`config.mk`:
```
export PLATFORM = sky130hd
export DESIGN_NAME = chs_ram
export DESIGN_NICKNAME = d
export VERILOG_FILES = /design/src/chs_ram.sv
export SDC_FILE = /design/constraint.sdc
export NUM_CORES = 2
export LEC_CHECK = 0
export ABC_AREA = 1
export BUFFER_PORTS_ARGS = -buffer_cell sky130_fd_sc_hd__buf_4
export CORE_MARGIN = 4
export CORE_UTILIZATION = 52
export DETAILED_ROUTE_END_ITERATION = 7
export PLACE_DENSITY = 0.74
export SLEW_MARGIN = 10
export SYNTH_ARGS = -nofsm -noshare
export SYNTH_HDL_FRONTEND = slang
export SYNTH_SLANG_ARGS = --single-unit
```
`constraint.sdc`:
```
create_clock -name clk -period 6.27 [get_ports clk]
set_input_delay 0.627 -clock clk [delete_from_list [all_inputs] [get_ports clk]]
set_output_delay 0.627 -clock clk [all_outputs]
set_load 0.05 [all_outputs]
```
`src/chs_ram.sv`:
```
// Generic single-write, single-read RAM with registered read data.
// Depends on nothing.
module chs_ram #(
  parameter int WIDTH = 32,
  parameter int DEPTH = 64
) (
  input  logic                     clk,
  input  logic                     we,
  input  logic [$clog2(DEPTH)-1:0] waddr,
  input  logic [WIDTH-1:0]         wdata,
  input  logic [$clog2(DEPTH)-1:0] raddr,
  output logic [WIDTH-1:0]         rdata
);

  logic [WIDTH-1:0] mem [DEPTH];

  always_ff @(posedge clk) begin
    if (we) begin
      mem[waddr] <= wdata;
    end
    rdata <= mem[raddr];
  end

endmodule

```
==> metrics.yaml <==
clocking:
  ctsHoldBuffers: 0
  post-cts-setup-buffer-count: 0
  numCtsBuffers: 194
  post_cts_resized: 0
  clk_pin_slew_worst_paths_ns: 0.06
  clock-root-buffer: "clkbuf_16"
  clk_latency_ns: 0.83
  cts.path.max_buffers: 3
  clock-sinks: 2080
  cts_tree: "built"
  htreeDepth: 4
cells_and_area:
  final_util_pct: 57.7
  fill_cells: 12100
  syn2layout_area_growth_pct: 10.2
  layout.nets: 6747
  layout-drive-gt1-share_pct: 7.59
die:
  die_x_um: 407
  die_h_um: 407
  core_area_mm2: 0.158
  dieArea_mm2: 0.166
  row_count: 146
  initial_core_util_pct: 52.3
  io_pins: 78
sta:
  post-route-period-util_pct: 54.0
  period_minus_slack_ns: 3.39
  slew_headroom_pct: 15.1
  finalHoldViolCount: 0
  fin_ws_ns: 2.88
  worstMarginPinSlew_ns: 1.27
  drv_slew: 0
  setup_tns_ns: 0
  rsz0062_at_grt: "no"
  fmax_mhz: 295
  finalSetupViolations: 0
  fin_skew_ns: 0.0249
setup_path:
  critPathMaxStageDelay_ns: 0.70
  cp_slowest_cell: "buf_12"
  worstSetupPathType: "primary input to flip-flop"
  reg2reg_depth: 8
  r2r_slack_ns: 4.55
  arrival_ns: 4.11
  reg2reg_from: "mem[30][31]$_DFFE_PP_"
  rr_endpoint: "rdata[31]$_DFF_P_"
  crit_required_ns: 6.99
  cp_cell_sequence: "buf_8 > inv_16 > buf_12 > nand2_1 > nand3_1 > nand3_1 > nand3_1 > nand3_1 > nand2_1 > nand2_1 > nand2_1"
  crit_path_max_fanout: 271
  cp-start-kind: "primary input"
  worst_setup_path_end_kind: "flip-flop"
yosys:
  synthDistinctLibCells: 16
  synth_flop_cell: "edfxtp_1"
  yosysSeqAreaShare_pct: 75.1
  synth_common_cells: "nand2_1, edfxtp_1, nand3_1, buf_2, clkbuf_1"
  ys_top_cells_by_area: "edfxtp_1, nand3_1, nand2_1"
  netlist_area_mm2: 0.0827
  synth_cells: 6769
  synth_warnings: 0
  synth.most_common_cell: "nand2_1"
  avgSynthCellArea_um2: 12.2
  syn_nets: 6815
  synth-async-reset-ratio_pct: 0
  ys_seq_elements: 2080
  yosysTopAreaCell: "edfxtp_1"
  synth_top_cell_area_share_pct: 74.3
  synth-edff-count: 2048
drt:
  routedWlPerCell_um: 25.2
  drc: 0
  first_pass_iters: 6
  routed_wl_um: 225000
  drtAntennaViolNets: 0
  vias: 54700
  drtIter0Drc: 7773
  viasPerCell: 6.12
worst_hold_path:
  worstHoldPathCells: 3
  whs_endpoint: "rdata[29]$_DFF_P_"
  min-delay-start: "raddr[5]"
  hold_class: "primary input to flip-flop"
outcome:
  run_status: "finished, final reports clean"
power_and_ir_drop:
  p_switching_uw: 6450
  intPower_uw: 22100
  power_frac_seq_pct: 54.1
  leakage_uw: 0.0318
  power_density_mw_per_mm2: 313
  switching_share_pct: 22.6
  p_clk_share_pct: 39.6
  finalPower_uw: 28500
  p_comb_share_pct: 6.3
  vdd_drop_max_mv: 0.329
flow_run:
  drv_cap: 0
placement:
  hpwl_um: 115000
  gp_congestion: 0.847
  io_buffers: 77
  preCtsSetupSlack_ns: 2.26
global_route:
  grtUsageTotal_pct: 26.9
  grt_max_degree: 272
  grt_antenna_before_repair: 7
  grt_pass1_vias: 52100
  overflow: 0
  grt_pass1_wl_um: 332000
power groups by stage:
stage                     sequential (uW)  clock (uW)  combinational, uW
after floorplan                     15800           0                946
after detailed placement            15700           0               1770
after global routing                15400       12000               1940
final                               15400       11300               1810
after CTS                           15400       11300               1780
after global placement              15700           0               1730
how the worst max path moves through the flow:
| stage | from | end | cells past startpoint |
|---|---|---|---|
| after floorplan | we | mem[48][0]$_DFFE_PP_ | 3 |
| after CTS | raddr[0] | rdata[31]$_DFF_P_ | 11 |
| after global placement | raddr[0] | rdata[2]$_DFF_P_ | 11 |
| after detailed placement | raddr[0] | rdata[31]$_DFF_P_ | 11 |
| final | raddr[0] | rdata[31]$_DFF_P_ | 11 |
| after global routing | raddr[0] | rdata[31]$_DFF_P_ | 11 |
area by class of cell:
cell class / count / area, um2 / share of cell area (%)
antenna: 3 / 7.51 / 0.00823
clock inverter: 93 / 738 / 0.809
tap: 2072 / 2590 / 2.84
clock buffer: 265 / 5350 / 5.86
timing repair buffer: 185 / 1540 / 1.69
sequential: 2080 / 62100 / 68.1
inverter: 12 / 81.3 / 0.0892
multi-input combinational: 4228 / 18800 / 20.6
through the flow:
stage / area [um2] / hold slack, ns / instances
global route: 91200 / 0.318 / 8936
CTS: 91200 / 0.271 / 8935
global placement: 85100 / 0.781 / 8577
floorplan: 82700 / 0.721 / 6769
finish: 91200 / 0.336 / 8938
detailed placement: 85100 / 0.790 / 8577
registers in the layout (all words and copies together), names as in the netlist:
| signal | count |
|---|---|
| mem | 2048 |
| rdata | 32 |
cell usage in the layout, fill, tap and decap left out:
| cell | count |
|---|---|
| inv_2 | 2 |
| clkinv_16 | 2 |
| nand4_1 | 9 |
| clkbuf_1 | 53 |
| inv_16 | 1 |
| diode_2 | 3 |
| edfxtp_1 | 2048 |
| nand3_1 | 1907 |
| clkbuf_16 | 198 |
| clkinv_4 | 2 |
| nand2_1 | 2248 |
| buf_4 | 171 |
| buf_12 | 10 |
| nor2_4 | 56 |
| clkinv_1 | 39 |
| inv_6 | 6 |
| nor4_2 | 8 |
| clkinv_2 | 31 |
| bufinv_16 | 8 |
| clkbuf_8 | 14 |
| inv_8 | 3 |
| buf_6 | 1 |
| clkinv_8 | 3 |
| clkinvlp_4 | 2 |
| inv_1 | 6 |
| buf_8 | 3 |
| dfxtp_1 | 32 |
critical path, delay by kind of cell:
family                 cells  cell delay, ns
and+or+nand+nor            8            1.23
buffers and inverters      3            1.56
cells by family (layout without fill, tap and decap cells):
family	after synthesis	in the layout	share of synthesized area [%]
flip-flops	2080	2080	75.1
buffers and inverters	461	555	2.78
AND/OR/NAND/NOR	4228	4228	22.1
other	0	3	0
metal layers:
metal	up-vias	global-route usage [%]	part of all wire, %
li1	24000	-	-
met1	26600	35.9	36
met2	3488	42.7	47
met3	589	6.05	12
met4	8	12.2	4.5
met5	-	0	0.019
Note: power is estimated with default switching activity, not from simulation.
