<file path="src/chs_pkg.sv">
// Shared types and constants for the convex hull block.
// No dependencies.
package chs_pkg;

  // Control bundle broadcast to every sorting cell.
  typedef struct packed {
    logic mul;  // form cross products of incoming and held points
    logic cmp;  // compare, keep the earlier point, hand the other on
    logic shl;  // shift held points one cell towards the head
  } cell_ctrl_t;

  // Sets at or below this size bypass the hull run.
  localparam int SMALL_SET = 3;

endpackage

</file>
<file path="src/chs_cell.sv">
// One cell of the systolic angular sorter: holds one point, compares it with
// the point arriving from the left and hands the later one to the right.
// Depends on chs_pkg.
module chs_cell #(
  parameter int W = 16
) (
  input  logic                clk,
  input  logic                rst,
  input  chs_pkg::cell_ctrl_t ctrl,
  input  logic signed [W-1:0] anc_x,
  input  logic signed [W-1:0] anc_y,
  input  logic                lin_v,
  input  logic signed [W-1:0] lin_x,
  input  logic signed [W-1:0] lin_y,
  input  logic                rin_v,
  input  logic signed [W-1:0] rin_x,
  input  logic signed [W-1:0] rin_y,
  output logic                hold_v,
  output logic signed [W-1:0] hold_x,
  output logic signed [W-1:0] hold_y,
  output logic                pass_v,
  output logic signed [W-1:0] pass_x,
  output logic signed [W-1:0] pass_y
);

  logic                  hv, iv;
  logic signed [W-1:0]   hx, hy, ix, iy;
  logic signed [2*W+1:0] p1, p2;
  logic [W+1:0]          la, lb;
  logic                  same;

  logic signed [W:0] dax, day, dbx, dby;
  logic [W:0]        aax, aay, abx, aby;
  logic              after, take_in;

  assign dax = (W+1)'(ix) - (W+1)'(anc_x);
  assign day = (W+1)'(iy) - (W+1)'(anc_y);
  assign dbx = (W+1)'(hx) - (W+1)'(anc_x);
  assign dby = (W+1)'(hy) - (W+1)'(anc_y);
  assign aax = dax[W] ? (W+1)'(-dax) : (W+1)'(dax);
  assign aay = day[W] ? (W+1)'(-day) : (W+1)'(day);
  assign abx = dbx[W] ? (W+1)'(-dbx) : (W+1)'(dbx);
  assign aby = dby[W] ? (W+1)'(-dby) : (W+1)'(dby);

  // collinear points lie on one ray from the anchor, so L1 length orders them
  assign after   = !same && ((p1 == p2) ? (la > lb) : (p1 < p2));
  assign take_in = iv && (!hv || !after);

  assign pass_v = hv && iv;
  assign pass_x = after ? ix : hx;
  assign pass_y = after ? iy : hy;
  assign hold_v = hv;
  assign hold_x = hx;
  assign hold_y = hy;

  always_ff @(posedge clk) begin
    if (rst) begin
      hv <= 1'b0;
      iv <= 1'b0;
    end else if (ctrl.cmp) begin
      hv <= hv || iv;
      iv <= lin_v;
    end else if (ctrl.shl) begin
      hv <= rin_v;
    end
  end

  always_ff @(posedge clk) begin
    if (ctrl.mul) begin
      p1   <= (2*W+2)'(dax) * (2*W+2)'(dby);
      p2   <= (2*W+2)'(day) * (2*W+2)'(dbx);
      la   <= (W+2)'(aax) + (W+2)'(aay);
      lb   <= (W+2)'(abx) + (W+2)'(aby);
      same <= (ix == hx) && (iy == hy);
    end
    if (ctrl.cmp) begin
      ix <= lin_x;
      iy <= lin_y;
      if (take_in) begin
        hx <= ix;
        hy <= iy;
      end
    end else if (ctrl.shl) begin
      hx <= rin_x;
      hy <= rin_y;
    end
  end

endmodule

</file>
<file path="config.mk">
export PLATFORM = sky130hd
export DESIGN_NAME = chs_cell
export DESIGN_NICKNAME = d
export VERILOG_FILES = /design/src/chs_pkg.sv /design/src/chs_cell.sv
export SDC_FILE = /design/constraint.sdc
export NUM_CORES = 2
export LEC_CHECK = 0
export BUFFER_PORTS_ARGS = -buffer_cell sky130_fd_sc_hd__buf_4
export CORE_MARGIN = 4
export CORE_UTILIZATION = 42
export DETAILED_ROUTE_END_ITERATION = 6
export PLACE_DENSITY_LB_ADDON = 0.25
export REMOVE_ABC_BUFFERS = 1
export SLEW_MARGIN = 20
export SYNTH_ARGS = -nofsm -noshare
export SYNTH_HDL_FRONTEND = slang
export SYNTH_SLANG_ARGS = --single-unit
</file>
<file path="constraint.sdc">
create_clock -name clk -period 10.4 [get_ports clk]
set_input_delay 1.56 -clock clk [delete_from_list [all_inputs] [get_ports clk]]
set_output_delay 1.56 -clock clk [all_outputs]
set_load 0.02 [all_outputs]
</file>
==> results <==
- The first routing iteration left 2369 violations.
- In this run, synthesis inferred 169 flip-flops with an integrated enable.
- The netlist uses 101 different library cells.
- Data arrives at the worst endpoint at 9.62 ns.
- In the global route stage, met2 resource usage came out at 38.70%.
- The delay of the slowest cell on the worst path is 0.54 ns.
- The synthesized design spends more area on one cell type than any other, namely sky130_fd_sc_hd__fa_1.
- The H-tree was split into 4 levels.
- The register clock-pin slew on the reported worst setup and hold paths is 0.07 ns.
- The via count normalized by instance count is 5.344.
- The busiest layer in global routing is met2.
- The final layout contains 4904 nets.
- The capturing point of the worst reg2reg path is p1[33]$_DFFE_PP_.
- TritonCTS built the clock tree.
- From synthesis to final layout, the design area changed by 10.23%.
- The startpoint of the worst register-to-register path is ix[0]$_DFFE_PP_.
- The placeable core region is 82240 um^2.
- Of the synthesized area, sequential elements account for 14.66%.
- Measured against its own limit, the worst slew margin works out to 23.51%.
- The flip-flop cell with the highest count after synthesis is sky130_fd_sc_hd__edfxtp_1.
- The wire-length estimate of the detail-placed layout is 92960 um.
- The number of core rows is 105.
- The floorplan step set the die width to 296.3 um.
- The first-pass GRT wire length is 165900 um.
- The final cell count without fillers is 4963.
- Counting flops with an async set or reset pin after synthesis yields a share of 0%.
- The final setup violation count is 0.
- Yosys attributes the largest share of cell area to sky130_fd_sc_hd__fa_1 (34%), sky130_fd_sc_hd__edfxtp_1 (15%), sky130_fd_sc_hd__ha_1 (12%).
- The placer's final routability congestion estimate is 0.9520.
- The max-slew violation count is 0.
- The worst register-to-register path has a depth of 33.
- The number of cells produced by synthesis is 3695.
- The routed layout has 26521 vias.
- The accumulated negative setup slack is 0 ns.
- The post-synthesis instance area is 34900 um^2.
- The core utilization of the finished layout is 46.78%.
- The number of global-route vias before repair is 26949.
- In this run, post-CTS repair resized a total of 0 instances.
- After detailed placement, the design holds a cell count of 4929.
- The buffers inserted during post-CTS setup optimization is 0.
- The initial antenna violation count is 2.
- The total of flip-flops plus latches after synthesis is 171.
- The worst hold path passes through 2 cells.
- The reg2reg setup slack is 1.59 ns.
- The number of design rule violations left after detail routing is 0.
- For the worst setup path, the data required time is 10.61 ns.
- The fraction of layout instances using a drive strength above 1 is 11.36%.
- The root buffer cell chosen for the clock tree is sky130_fd_sc_hd__clkbuf_16.
- The type of the most critical hold path is reg -> reg.
- The die height is 296.3 um.
- For this run, global-route usage on met3 was measured as 6.688%.
- The clock latency on the worst-skew pair is 0.48 ns.
- Counting along the longest clock path gives a buffer depth of 2.
- The synthesis warning total is 0.
- The full die area is 87770 um^2.
- Each instance of the synthesized netlist takes up on average 9.445 um^2.
- The number of hold violations in the final report is 0.
- The highest clock frequency the design can meet is 106.3 MHz.
- The path with the worst hold slack has its endpoint at iv$_SDFFE_PP0P_.
- After detailed routing, the average wire length per cell comes to 21.97 um.
- STA classifies the critical path endpoint as a flop.
- The largest net degree at the start of global routing is 77.
- The count of hold buffers inserted by post-cts repair is 0.
- The type of element launching the critical path is an input port.
- For this configuration, the core starts out at a cell density of 42.44%.
- For this design the top-level I/O count stands at 169.
- Summed over all layers, the routed wires come to 109000 um.
- The total CTS buffers is 17.
- The number of nets with antenna violations after routing is 0.
- The met1 usage in global routing is 35.39%.
- In this design, the critical path's most frequently occurring cell is sky130_fd_sc_hd__fa_1.
- The overflow left after global routing is 0.
- Max-cap violations in this run came to 0.
- The highest-delay cell along the critical path is sky130_fd_sc_hd__fa_1.
- Of all nets on the critical path, the largest fanout is 11.
- The clock sink count is 171.
- Global routing consumed, over all layers together, 25.28% of the routing resources.
- The area share of the largest cell type after synthesis is 34.30%.
- The worst clock skew on the final layout is 0.009941 ns.
- The critical path is of the in -> reg type.
- The total of buffers placed on input and output ports is 168.
- The clock period minus worst slack is 9.406 ns.
- The run finished with clean final reports.
- At the pin with the least slew margin, the transition time is 1.139 ns.
- Setup repair after global routing left no endpoint under its margin.
- The post-route fraction of the period consumed by the critical path is 90.44%.
- The origin of the worst min-delay path is iv$_SDFFE_PP0P_.
- The length of the first detailed-routing pass in iterations is 5.
layout by cell type, fill, tap and decap left out, types with 7 or more instances in the layout:
cell type	n
sky130_fd_sc_hd__edfxtp_1	169
sky130_fd_sc_hd__nor3_1	49
sky130_fd_sc_hd__xor2_1	84
sky130_fd_sc_hd__or2_2	7
sky130_fd_sc_hd__a31oi_1	15
sky130_fd_sc_hd__ha_1	324
sky130_fd_sc_hd__nand3_1	27
sky130_fd_sc_hd__buf_4	267
sky130_fd_sc_hd__and3_1	13
sky130_fd_sc_hd__nor2b_1	27
sky130_fd_sc_hd__o21ai_0	70
sky130_fd_sc_hd__a211oi_1	13
sky130_fd_sc_hd__or3_1	12
sky130_fd_sc_hd__o21bai_1	18
sky130_fd_sc_hd__nor4_1	15
sky130_fd_sc_hd__mux2_2	62
sky130_fd_sc_hd__xnor2_2	9
sky130_fd_sc_hd__clkbuf_16	17
sky130_fd_sc_hd__o31a_1	10
sky130_fd_sc_hd__xnor2_1	151
sky130_fd_sc_hd__nor2_1	343
sky130_fd_sc_hd__o21ai_1	15
sky130_fd_sc_hd__o31ai_1	11
sky130_fd_sc_hd__fa_1	598
sky130_fd_sc_hd__nand2_1	384
sky130_fd_sc_hd__a21o_1	56
sky130_fd_sc_hd__a21oi_1	94
sky130_fd_sc_hd__nand2b_1	21
sky130_fd_sc_hd__nand4_1	18
sky130_fd_sc_hd__o21a_1	45
sky130_fd_sc_hd__inv_1	770
sky130_fd_sc_hd__and2_1	21
layout make-up:
class,instances,area [um^2]
repair buffers,269,2052
fillers,7916,43770
inverters,772,2898
diodes,1,2.502
well taps,1070,1339
clock buffers,19,432.9
multi-input cells,2648,26510
clock inverters,13,120.1
flip-flops and latches,171,5115
synth_stat cells, drive strengths merged, types with 21 or more instances:
master / count
a21o: 56
a21oi: 100
and2: 21
buf: 29
clkbuf: 75
edfxtp: 169
fa: 598
ha: 324
inv: 772
mux2: 62
nand2: 384
nand2b: 21
nand3: 28
nor2: 346
nor2b: 27
nor3: 52
o21a: 45
o21ai: 88
xnor2: 160
xor2: 90
metrics by stage:
step / cell area, um^2 / worst slack, ns / hold slack [ns]
final: 38470 / 0.9944 / 0.5506
after global routing: 38470 / 0.4716 / 0.6307
after CTS: 38440 / 0.9976 / 0.5585
after detailed placement: 37890 / 0.4868 / 0.5443
after global placement: 37890 / 0.6394 / 0.5324
after floorplan: 34450 / 0.7467 / 0.4913
layer usage:
metal	part of all wire [%]	vias up
met3	9.8	180
met5	0	-
met1	44	13099
met4	3.2	0
li1	-	12009
met2	43	1233
state kept, by name (all words and copies together) (netlist names):
name and count:
p1 34, same 1, iv 1, p2 34, la 18, hold_x 16, lb 18, iy 16
ix 16, hold_v 1, hold_y 16
how the worst max path moves through the flow:
stage	start	endpoint	slack, ns	cells past startpoint
6_report	anc_x[0]	p1[33]$_DFFE_PP_	0.99	33
2_1_floorplan	anc_x[0]	p1[33]$_DFFE_PP_	0.75	31
5_1_grt	anc_x[0]	p1[33]$_DFFE_PP_	0.47	33
3_5_place_dp	anc_x[0]	p1[33]$_DFFE_PP_	0.49	33
3_3_place_gp	anc_x[0]	p1[33]$_DFFE_PP_	0.64	33
4_1_cts	anc_x[0]	p1[33]$_DFFE_PP_	1.0	33
critical path: cells and delay by family:
family / cells / cell delay [ns]
adder cells (fa/ha/maj): 9 / 3.92
AO/OA/AOI/OAI: 10 / 2.11
AND/OR/NAND/NOR: 5 / 1.18
XOR/XNOR: 1 / 0.08
buffers and inverters: 8 / 0.75
kinds of logic (layout without fill, tap and decap cells):
family | after synthesis | after routing | share of synthesized area [%]
AO/OA/AOI/OAI | 436 | 436 | 8.870
buffers and inverters | 876 | 1073 | 9.579
adder cells (fa/ha/maj) | 922 | 922 | 45.92
AND/OR/NAND/NOR | 972 | 972 | 12.28
multiplexers | 68 | 68 | 2.173
other | 0 | 1 | 0
XOR/XNOR | 250 | 250 | 6.521
flip-flops | 171 | 171 | 14.66
Power is left out: the tool's default activity adds up to more than one toggle a clock period on the data nets, which glitch-free logic cannot reach.
